$ cat src/rtl/core/sha256_pkg.sv
`default_nettype none

package sha256_pkg;

    // block byte positions that steer the padding sequence, and the last round and digest word indices
    localparam logic [5:0] POS_LAST  = 6'd63;
    localparam logic [5:0] POS_LEN   = 6'd56;
    localparam logic [5:0] ROUND_END = 6'd63;
    localparam logic [2:0] WORD_LAST = 3'd7;

    localparam logic [7:0] PAD_BYTE = 8'h80;

    localparam logic [31:0] ROUND_K [0:63] = '{
        32'h428a2f98, 32'h71374491, 32'hb5c0fbcf, 32'he9b5dba5,
        32'h3956c25b, 32'h59f111f1, 32'h923f82a4, 32'hab1c5ed5,
        32'hd807aa98, 32'h12835b01, 32'h243185be, 32'h550c7dc3,
        32'h72be5d74, 32'h80deb1fe, 32'h9bdc06a7, 32'hc19bf174,
        32'he49b69c1, 32'hefbe4786, 32'h0fc19dc6, 32'h240ca1cc,
        32'h2de92c6f, 32'h4a7484aa, 32'h5cb0a9dc, 32'h76f988da,
        32'h983e5152, 32'ha831c66d, 32'hb00327c8, 32'hbf597fc7,
        32'hc6e00bf3, 32'hd5a79147, 32'h06ca6351, 32'h14292967,
        32'h27b70a85, 32'h2e1b2138, 32'h4d2c6dfc, 32'h53380d13,
        32'h650a7354, 32'h766a0abb, 32'h81c2c92e, 32'h92722c85,
        32'ha2bfe8a1, 32'ha81a664b, 32'hc24b8b70, 32'hc76c51a3,
        32'hd192e819, 32'hd6990624, 32'hf40e3585, 32'h106aa070,
        32'h19a4c116, 32'h1e376c08, 32'h2748774c, 32'h34b0bcb5,
        32'h391c0cb3, 32'h4ed8aa4a, 32'h5b9cca4f, 32'h682e6ff3,
        32'h748f82ee, 32'h78a5636f, 32'h84c87814, 32'h8cc70208,
        32'h90befffa, 32'ha4506ceb, 32'hbef9a3f7, 32'hc67178f2
    };

    localparam logic [31:0] INIT_HASH [0:7] = '{
        32'h6a09e667, 32'hbb67ae85, 32'h3c6ef372, 32'ha54ff53a,
        32'h510e527f, 32'h9b05688c, 32'h1f83d9ab, 32'h5be0cd19
    };

    typedef enum logic [3:0] {
        ST_IDLE,
        ST_PAD80,
        ST_PADZ,
        ST_LEN,
        ST_INIT,
        ST_ROUND,
        ST_ADD,
        ST_OUT
    } state_t;

    typedef enum logic [1:0] {
        BSEL_MSG,
        BSEL_PAD,
        BSEL_ZERO,
        BSEL_LEN
    } byte_sel_t;

    typedef struct packed {
        logic      push;
        byte_sel_t byte_sel;
        logic      count_inc;
        logic      load_len;
        logic      init_work;
        logic      round;
        logic      add_hash;
        logic      out_load;
        logic [2:0] out_idx;
        logic      restart;
    } ctrl_cmd_t;

    typedef struct packed {
        logic [5:0] pos;
        logic       round_last;
        logic       out_free;
    } ctrl_status_t;

endpackage

`default_nettype wire

$ cat src/rtl/core/sha256_dp.sv
`default_nettype none

module sha256_dp
    import sha256_pkg::*;
(
    input  wire logic         clk,
    input  wire logic         rst_n,
    input  wire ctrl_cmd_t    cmd,
    input  wire logic [7:0]   data_byte,
    input  wire logic         out_ready,
    output ctrl_status_t      status,
    output logic              out_valid,
    output logic [31:0]       digest_word,
    output logic [2:0]        word_index,
    output logic              last_word
);

    function automatic logic [31:0] ror(input logic [31:0] x, input int unsigned n);
        return (x >> n) | (x << (32 - n));
    endfunction

    logic [31:0] w_reg    [0:15];
    logic [31:0] hash_reg [0:7];
    logic [31:0] var_reg  [0:7];
    logic [60:0] count_reg;
    logic [5:0]  pos_reg;
    logic [5:0]  rnd_reg;
    logic [63:0] len_reg;
    logic        out_valid_reg;
    logic [31:0] out_word_reg;
    logic [2:0]  out_idx_reg;
    logic        out_last_reg;

    logic [7:0]  push_byte;
    logic [31:0] sched_new;
    logic [31:0] t1;
    logic [31:0] t2;
    logic [31:0] s0_w;
    logic [31:0] s1_w;
    logic [31:0] big_s0;
    logic [31:0] big_s1;
    logic [31:0] ch;
    logic [31:0] maj;

    always_comb
    begin
        case (cmd.byte_sel)
            BSEL_MSG:  push_byte = data_byte;
            BSEL_PAD:  push_byte = PAD_BYTE;
            BSEL_ZERO: push_byte = 8'h00;
            BSEL_LEN:  push_byte = len_reg[63:56];
            default:   push_byte = 8'h00;
        endcase
    end

    // message schedule and round function: w_reg[0] is the word used in the current round
    always_comb
    begin
        s0_w      = ror(w_reg[1], 7) ^ ror(w_reg[1], 18) ^ (w_reg[1] >> 3);
        s1_w      = ror(w_reg[14], 17) ^ ror(w_reg[14], 19) ^ (w_reg[14] >> 10);
        sched_new = w_reg[0] + s0_w + w_reg[9] + s1_w;
        big_s1    = ror(var_reg[4], 6) ^ ror(var_reg[4], 11) ^ ror(var_reg[4], 25);
        ch        = (var_reg[4] & var_reg[5]) ^ (~var_reg[4] & var_reg[6]);
        big_s0    = ror(var_reg[0], 2) ^ ror(var_reg[0], 13) ^ ror(var_reg[0], 22);
        maj       = (var_reg[0] & var_reg[1]) ^ (var_reg[0] & var_reg[2])
                  ^ (var_reg[1] & var_reg[2]);
        t1        = var_reg[7] + big_s1 + ch + ROUND_K[rnd_reg] + w_reg[0];
        t2        = big_s0 + maj;
    end

    always_ff @(posedge clk)
    begin
        if (cmd.push)
        begin
            case (pos_reg[1:0])
                2'd0:
                begin
                    for (int i = 0; i < 15; i++)
                    begin
                        w_reg[i] <= w_reg[i + 1];
                    end
                    w_reg[15] <= {push_byte, 24'h000000};
                end
                2'd1:    w_reg[15][23:16] <= push_byte;
                2'd2:    w_reg[15][15:8]  <= push_byte;
                default: w_reg[15][7:0]   <= push_byte;
            endcase
        end
        else if (cmd.round)
        begin
            for (int i = 0; i < 15; i++)
            begin
                w_reg[i] <= w_reg[i + 1];
            end
            w_reg[15] <= sched_new;
        end
    end

    always_ff @(posedge clk)
    begin
        if (cmd.init_work)
        begin
            for (int i = 0; i < 8; i++)
            begin
                var_reg[i] <= hash_reg[i];
            end
        end
        else if (cmd.round)
        begin
            var_reg[7] <= var_reg[6];
            var_reg[6] <= var_reg[5];
            var_reg[5] <= var_reg[4];
            var_reg[4] <= var_reg[3] + t1;
            var_reg[3] <= var_reg[2];
            var_reg[2] <= var_reg[1];
            var_reg[1] <= var_reg[0];
            var_reg[0] <= t1 + t2;
        end
    end

    always_ff @(posedge clk)
    begin
        if (cmd.load_len)
        begin
            len_reg <= {count_reg, 3'b000};
        end
        else if (cmd.push && (cmd.byte_sel == BSEL_LEN))
        begin
            len_reg <= {len_reg[55:0], 8'h00};
        end
    end

    always_ff @(posedge clk or negedge rst_n)
    begin
        if (!rst_n)
        begin
            for (int i = 0; i < 8; i++)
            begin
                hash_reg[i] <= INIT_HASH[i];
            end
            count_reg <= '0;
            pos_reg   <= '0;
            rnd_reg   <= '0;
        end
        else
        begin
            if (cmd.restart)
            begin
                for (int i = 0; i < 8; i++)
                begin
                    hash_reg[i] <= INIT_HASH[i];
                end
            end
            else if (cmd.add_hash)
            begin
                for (int i = 0; i < 8; i++)
                begin
                    hash_reg[i] <= hash_reg[i] + var_reg[i];
                end
            end

            if (cmd.restart)
            begin
                count_reg <= '0;
            end
            else if (cmd.count_inc)
            begin
                count_reg <= count_reg + 61'd1;
            end

            if (cmd.restart)
            begin
                pos_reg <= '0;
            end
            else if (cmd.push)
            begin
                pos_reg <= pos_reg + 6'd1;
            end

            if (cmd.init_work)
            begin
                rnd_reg <= '0;
            end
            else if (cmd.round)
            begin
                rnd_reg <= rnd_reg + 6'd1;
            end
        end
    end

    // output register, holds a word until the consumer takes it
    always_ff @(posedge clk or negedge rst_n)
    begin
        if (!rst_n)
        begin
            out_valid_reg <= 1'b0;
        end
        else if (cmd.out_load)
        begin
            out_valid_reg <= 1'b1;
        end
        else if (out_ready)
        begin
            out_valid_reg <= 1'b0;
        end
    end

    always_ff @(posedge clk)
    begin
        if (cmd.out_load)
        begin
            out_word_reg <= hash_reg[cmd.out_idx];
            out_idx_reg  <= cmd.out_idx;
            out_last_reg <= (cmd.out_idx == WORD_LAST);
        end
    end

    always_comb
    begin
        status.pos        = pos_reg;
        status.round_last = (rnd_reg == ROUND_END);
        status.out_free   = !out_valid_reg || out_ready;
    end

    assign out_valid   = out_valid_reg;
    assign digest_word = out_word_reg;
    assign word_index  = out_idx_reg;
    assign last_word   = out_last_reg;

endmodule

`default_nettype wire

$ cat src/rtl/core/sha256_ctrl.sv
`default_nettype none

module sha256_ctrl
    import sha256_pkg::*;
(
    input  wire logic         clk,
    input  wire logic         rst_n,
    input  wire logic         in_valid,
    input  wire logic         has_byte,
    input  wire logic         end_of_message,
    input  wire ctrl_status_t status,
    output logic              in_ready,
    output ctrl_cmd_t         cmd
);

    state_t     state_reg;
    state_t     state_next;
    state_t     ret_reg;
    state_t     ret_next;
    logic [2:0] out_idx_reg;

    always_ff @(posedge clk or negedge rst_n)
    begin
        if (!rst_n)
        begin
            state_reg   <= ST_IDLE;
            ret_reg     <= ST_IDLE;
            out_idx_reg <= '0;
        end
        else
        begin
            state_reg <= state_next;
            ret_reg   <= ret_next;
            if (cmd.out_load)
            begin
                out_idx_reg <= out_idx_reg + 3'd1;
            end
        end
    end

    // next state
    always_comb
    begin
        state_next = state_reg;
        ret_next   = ret_reg;
        case (state_reg)
            ST_IDLE:
            begin
                if (in_valid)
                begin
                    if (has_byte && (status.pos == POS_LAST))
                    begin
                        state_next = ST_INIT;
                        ret_next   = end_of_message ? ST_PAD80 : ST_IDLE;
                    end
                    else if (end_of_message)
                    begin
                        state_next = ST_PAD80;
                    end
                end
            end
            ST_PAD80:
            begin
                if (status.pos == POS_LAST)
                begin
                    state_next = ST_INIT;
                    ret_next   = ST_PADZ;
                end
                else
                begin
                    state_next = ST_PADZ;
                end
            end
            ST_PADZ:
            begin
                if (status.pos == POS_LEN)
                begin
                    state_next = ST_LEN;
                end
                else if (status.pos == POS_LAST)
                begin
                    state_next = ST_INIT;
                    ret_next   = ST_PADZ;
                end
            end
            ST_LEN:
            begin
                if (status.pos == POS_LAST)
                begin
                    state_next = ST_INIT;
                    ret_next   = ST_OUT;
                end
            end
            ST_INIT:
            begin
                state_next = ST_ROUND;
            end
            ST_ROUND:
            begin
                if (status.round_last)
                begin
                    state_next = ST_ADD;
                end
            end
            ST_ADD:
            begin
                state_next = ret_reg;
            end
            ST_OUT:
            begin
                if (status.out_free && (out_idx_reg == WORD_LAST))
                begin
                    state_next = ST_IDLE;
                end
            end
            default:
            begin
                state_next = ST_IDLE;
            end
        endcase
    end

    // outputs
    always_comb
    begin
        in_ready      = 1'b0;
        cmd           = '0;
        cmd.byte_sel  = BSEL_MSG;
        cmd.out_idx   = out_idx_reg;
        case (state_reg)
            ST_IDLE:
            begin
                in_ready = 1'b1;
                if (in_valid && has_byte)
                begin
                    cmd.push      = 1'b1;
                    cmd.count_inc = 1'b1;
                end
            end
            ST_PAD80:
            begin
                cmd.push     = 1'b1;
                cmd.byte_sel = BSEL_PAD;
                cmd.load_len = 1'b1;
            end
            ST_PADZ:
            begin
                if (status.pos != POS_LEN)
                begin
                    cmd.push     = 1'b1;
                    cmd.byte_sel = BSEL_ZERO;
                end
            end
            ST_LEN:
            begin
                cmd.push     = 1'b1;
                cmd.byte_sel = BSEL_LEN;
            end
            ST_INIT:
            begin
                cmd.init_work = 1'b1;
            end
            ST_ROUND:
            begin
                cmd.round = 1'b1;
            end
            ST_ADD:
            begin
                cmd.add_hash = 1'b1;
            end
            ST_OUT:
            begin
                if (status.out_free)
                begin
                    cmd.out_load = 1'b1;
                    cmd.restart  = (out_idx_reg == WORD_LAST);
                end
            end
            default:
            begin
                in_ready = 1'b0;
            end
        endcase
    end

endmodule

`default_nettype wire

$ cat src/rtl/core/sha256_message_hash.sv
`default_nettype none

// channel   direction  tdata                                     tuser          tlast
// s_*       in         [7:0] data_byte                           [0] has_byte   end_of_message
// m_*       out        [31:0] digest_word, [34:32] word_index,   none           last_word
//                      [39:35] zero
//
// message bytes are taken one per cycle while s_tready is high; every 64th byte
// (message or padding) starts a compression (load, 64 rounds at one per cycle,
// chain add), during which the input is stalled
// closing a message pads one byte a cycle between compressions up to byte 56 of
// the block, then sends 8 length bytes, with one or two compressions, then 8 digest words
// s_tready is high only while the controller waits for input; m_tready low
// holds the digest sequence, and the last word waits in the output register
// reset loads the initial hash and clears the byte count

module sha256_message_hash
    import sha256_pkg::*;
(
    input  wire logic        clk,
    input  wire logic        rst_n,

    input  wire logic        s_tvalid,
    output logic             s_tready,
    input  wire logic [7:0]  s_tdata,   // [7:0] data_byte
    input  wire logic [0:0]  s_tuser,   // [0] has_byte
    input  wire logic        s_tlast,   // end_of_message

    output logic             m_tvalid,
    input  wire logic        m_tready,
    output logic [39:0]      m_tdata,   // [31:0] digest_word, [34:32] word_index, zero fill
    output logic             m_tlast    // last_word
);

    ctrl_cmd_t    cmd;
    ctrl_status_t status;
    logic [31:0]  digest_word;
    logic [2:0]   word_index;

    // controller: sequences absorb, padding, compression and digest output
    sha256_ctrl u_ctrl
    (
        .clk            (clk),
        .rst_n          (rst_n),
        .in_valid       (s_tvalid),
        .has_byte       (s_tuser[0]),
        .end_of_message (s_tlast),
        .status         (status),
        .in_ready       (s_tready),
        .cmd            (cmd)
    );

    // datapath: block shift line, round unit, chain hash and output register
    sha256_dp u_dp
    (
        .clk         (clk),
        .rst_n       (rst_n),
        .cmd         (cmd),
        .data_byte   (s_tdata),
        .out_ready   (m_tready),
        .status      (status),
        .out_valid   (m_tvalid),
        .digest_word (digest_word),
        .word_index  (word_index),
        .last_word   (m_tlast)
    );

    assign m_tdata = {5'b00000, word_index, digest_word};

endmodule

`default_nettype wire

$ cat config.mk
export PLATFORM = sky130hd
export DESIGN_NAME = sha256_message_hash
export DESIGN_NICKNAME = d
export VERILOG_FILES = /design/src/rtl/core/sha256_pkg.sv /design/src/rtl/core/sha256_dp.sv /design/src/rtl/core/sha256_ctrl.sv /design/src/rtl/core/sha256_message_hash.sv
export SDC_FILE = /design/constraint.sdc
export NUM_CORES = 2
export LEC_CHECK = 0
export BUFFER_PORTS_ARGS = -buffer_cell sky130_fd_sc_hd__buf_2
export CORE_ASPECT_RATIO = 0.7
export CORE_MARGIN = 1.5
export CORE_UTILIZATION = 35
export CTS_CLUSTER_SIZE = 24
export DETAILED_ROUTE_END_ITERATION = 10
export PLACE_DENSITY_LB_ADDON = 0.15
export SLEW_MARGIN = 20
export SYNTH_ARGS = -nofsm -noshare
export SYNTH_HDL_FRONTEND = slang
export SYNTH_SLANG_ARGS = --single-unit
$ cat constraint.sdc
create_clock -name clk -period 35 [get_ports clk]
set_clock_uncertainty 0.2 [all_clocks]
set_input_delay 3.5 -clock clk [delete_from_list [all_inputs] [get_ports clk]]
set_output_delay 3.5 -clock clk [all_outputs]
set_load 0.01 [all_outputs]
==> results.ini <==
[clocking]
cts_setup_buffers = 0
cts_tree = yes
cts_root_buf = clkbuf_16
clk_latency_ns = 0.80
hold_buffers = 0
cts_resized = 0
clkTransAtPathRegs_ns = 0.06
cts_sinks = 1205
htreeDepth = 4
cts_made_buffers = 142
clockBufferDepth = 4

[cells_and_area]
drive_gt1_share_pct = 10.4
fin_nets = 7451
n_fill_cell = 20200
area_growth_pct = 10.9
largest_register_ffs = 512

[detailed_routing]
drt-pass1-iter-count = 5
vias = 53500
vias_per_cell = 5.51
wire_per_inst_um = 25.9
drc = 0
wirelength_mm = 252
drtIter0Drc = 6196
ant_nets = 0

[sta]
fmax_mhz = 92.1
setup_violations = 0
tightest_slew_ns = 1.32
setup_tns_ns = 0
slew-limit-headroom_pct = 11.8
hold_viol = 0
fin_crit_ns = 10.86
slew_viol_final = 0
period_share_pct = 31.0
hold_ws_ns = 0.198
rsz0062_at_grt = false
finalWorstSetupSlack_ns = 24.14

[place]
portBuffers = 51
pre_cts_slack_ns = 24.40
gp_congestion = 0.935
dp_hpwl_mm = 186

[pwr]
seqPwrFrac_pct = 43.1
pwr-share-clk_pct = 38.5
p_int_mw = 2.75
p_leak_nw = 33.2
power.share.switching_pct = 28.4
ir_worst_vdd_mv = 0.0355
comb_power_share_pct = 18.3
p_switching_mw = 1.09
p_per_area_nw_per_um2 = 47.3

[global_route]
grt_pass1_wl_mm = 362
gr-usage-all-layers_pct = 23.4
grt_max_degree = 125
antenna_found_initial = 11
gr-total-overflow = 0
grt_pass1_vias = 50000

[critical_path]
cp-end-kind = flop
r2r_end = u_dp.var_reg[0][158]
rr_startpoint = u_dp.rnd_reg[1]
crit_arrival_ns = 11.16
worst_ep_required_time_ns = 35.30
reg2reg_depth = 34
critPathBufInv = 5
crit_slowest_cell = ha_1
crit_type = reg -> reg
startpoint_type = flop
crit_path_frequent_cell = a21oi_1
crit_fanout = 19
cpPeakStageDelay_ns = 1.00
worst-r2r-setup-slack_ns = 24.14
cp_top_family = compound AO/OA/AOI/OAI gates

[floorplan]
die_width_um = 549
pin_count = 57
rows = 140
core_area_um2 = 208000
start_util_pct = 35.2
die_h_um = 385
dieArea_um2 = 212000

[logic_synthesis]
synthCells = 6849
yosysMostFrequentCell = nand2_1
ys.flop_type = edfxtp_1
synth_edf_count = 865
yosysWarningCount = 0
synth_common_cells = nand2_1 (958), edfxtp_1 (865), a21oi_1 (486), o21ai_0 (486), ha_1 (398)
synth_area_per_cell_um2 = 10.7
netlist.area_leader.share_pct = 35.5
synthArstFlopShare_pct = 28.2
ys_ff_latch = 1205
yosys-top-cells-area = edfxtp_1 (36%), dfrtp_1 (7.0%), ha_1 (6.8%)
synth_area_um2 = 73200
synth.distinct_cells = 96
synth_top_cell_by_area = edfxtp_1
ys_seq_area_share_pct = 47.4

[hold_path]
hp-class = reg -> reg
worst_hold_path.num_cells = 0
holdPathEnd = u_dp.w_reg[0][364]
hold_start = u_dp.w_reg[0][396]

[job]
drv_cap = 0

[status]
status = finished clean

[cell families after synthesis]
kind of cell,Yosys count,synth area share (%)
AOI/OAI and AO/OA,1597,13.3
xor gates and xnor gates,632,7.60
adders and majority gates,615,12.4
buffers and inverters,710,3.69
DFF,1205,47.4
muxes,197,4.13
other,1,0.00513
and+or+nand+nor,1892,11.4
[worst register-to-register path, delay by kind of cell, from the launching register on]
family / cells / cell delay (ns)
buf+inv: 5 / 1.01
simple gates: 5 / 0.73
flops: 1 / 0.34
fa+ha+maj: 6 / 3.09
compound gates: 16 / 4.73
xor+xnor: 2 / 0.50
[cell type report]
type	count	area (um^2)	share of cell area, %
inverter	399	1500	1.85
sequential	1205	34700	42.7
timing repair buffer	157	1120	1.38
antenna	2	5.00	0.00617
clock inverter	52	522	0.643
multi-input combinational	4939	35900	44.3
clock buffer	198	3940	4.86
tap	2769	3460	4.27
[layer usage]
| metal | routed length, um | up-vias | GRT usage [%] |
|---|---|---|---|
| met4 | 3750 | 4 | 3.93 |
| met5 | 33 | - | 0 |
| met1 | 132000 | 27100 | 39.0 |
| met3 | 22000 | 216 | 5.55 |
| li1 | - | 24300 | - |
| met2 | 94000 | 1850 | 29.8 |
[worst max-delay path by stage]
stage | from | to | slack [ns] | cells after the start
6_report | u_dp.rnd_reg[1] | u_dp.var_reg[0][158] | 24.14 | 34
5_1_grt | u_dp.rnd_reg[1] | u_dp.var_reg[0][158] | 23.69 | 37
4_1_cts | u_dp.rnd_reg[1] | u_dp.var_reg[0][158] | 24.35 | 37
3_5_place_dp | u_dp.rnd_reg[1] | u_dp.var_reg[0][158] | 24.40 | 37
3_3_place_gp | u_dp.rnd_reg[1] | u_dp.var_reg[0][158] | 24.48 | 37
2_1_floorplan | u_ctrl.state_reg[3] | u_dp.w_reg[0][0] | 9.95 | 5
[power groups by stage]
stage / registers [mW] / logic [mW] / clock network, mW
3_3_place_gp: 1.68 / 0.683 / 0
3_5_place_dp: 1.68 / 0.683 / 0
2_1_floorplan: 1.69 / 0.498 / 0
4_1_cts: 1.65 / 0.691 / 1.52
5_1_grt: 1.66 / 0.771 / 1.57
6_report: 1.65 / 0.704 / 1.48
[stage by stage]
step / util (%) / cell area, um^2 / power [mW] / cells
finish: 39.0 / 81100 / 3.84 / 9721
floorplan: - / 73200 / 2.19 / 6854
global placement: 36.8 / 76600 / 2.36 / 9467
detailed placement: 36.9 / 76600 / 2.36 / 9469
global route: 39.0 / 81100 / 4.00 / 9719
CTS: 39.0 / 81100 / 3.86 / 9719
[layout by cell type (no fill, tap or decap), drive strengths merged, types with 152 or more instances in the layout]
cell type and count:
xor2 263, clkbuf 198, a21o 158, inv 400
ha 398, nand3 152, xnor2 367, o21ai 498
nor2 346, buf 157, fa 195, edfxtp 865
nand2 959, a21oi 486, dfrtp 204
No activity file was read; power rests on OpenSTA's default activity.
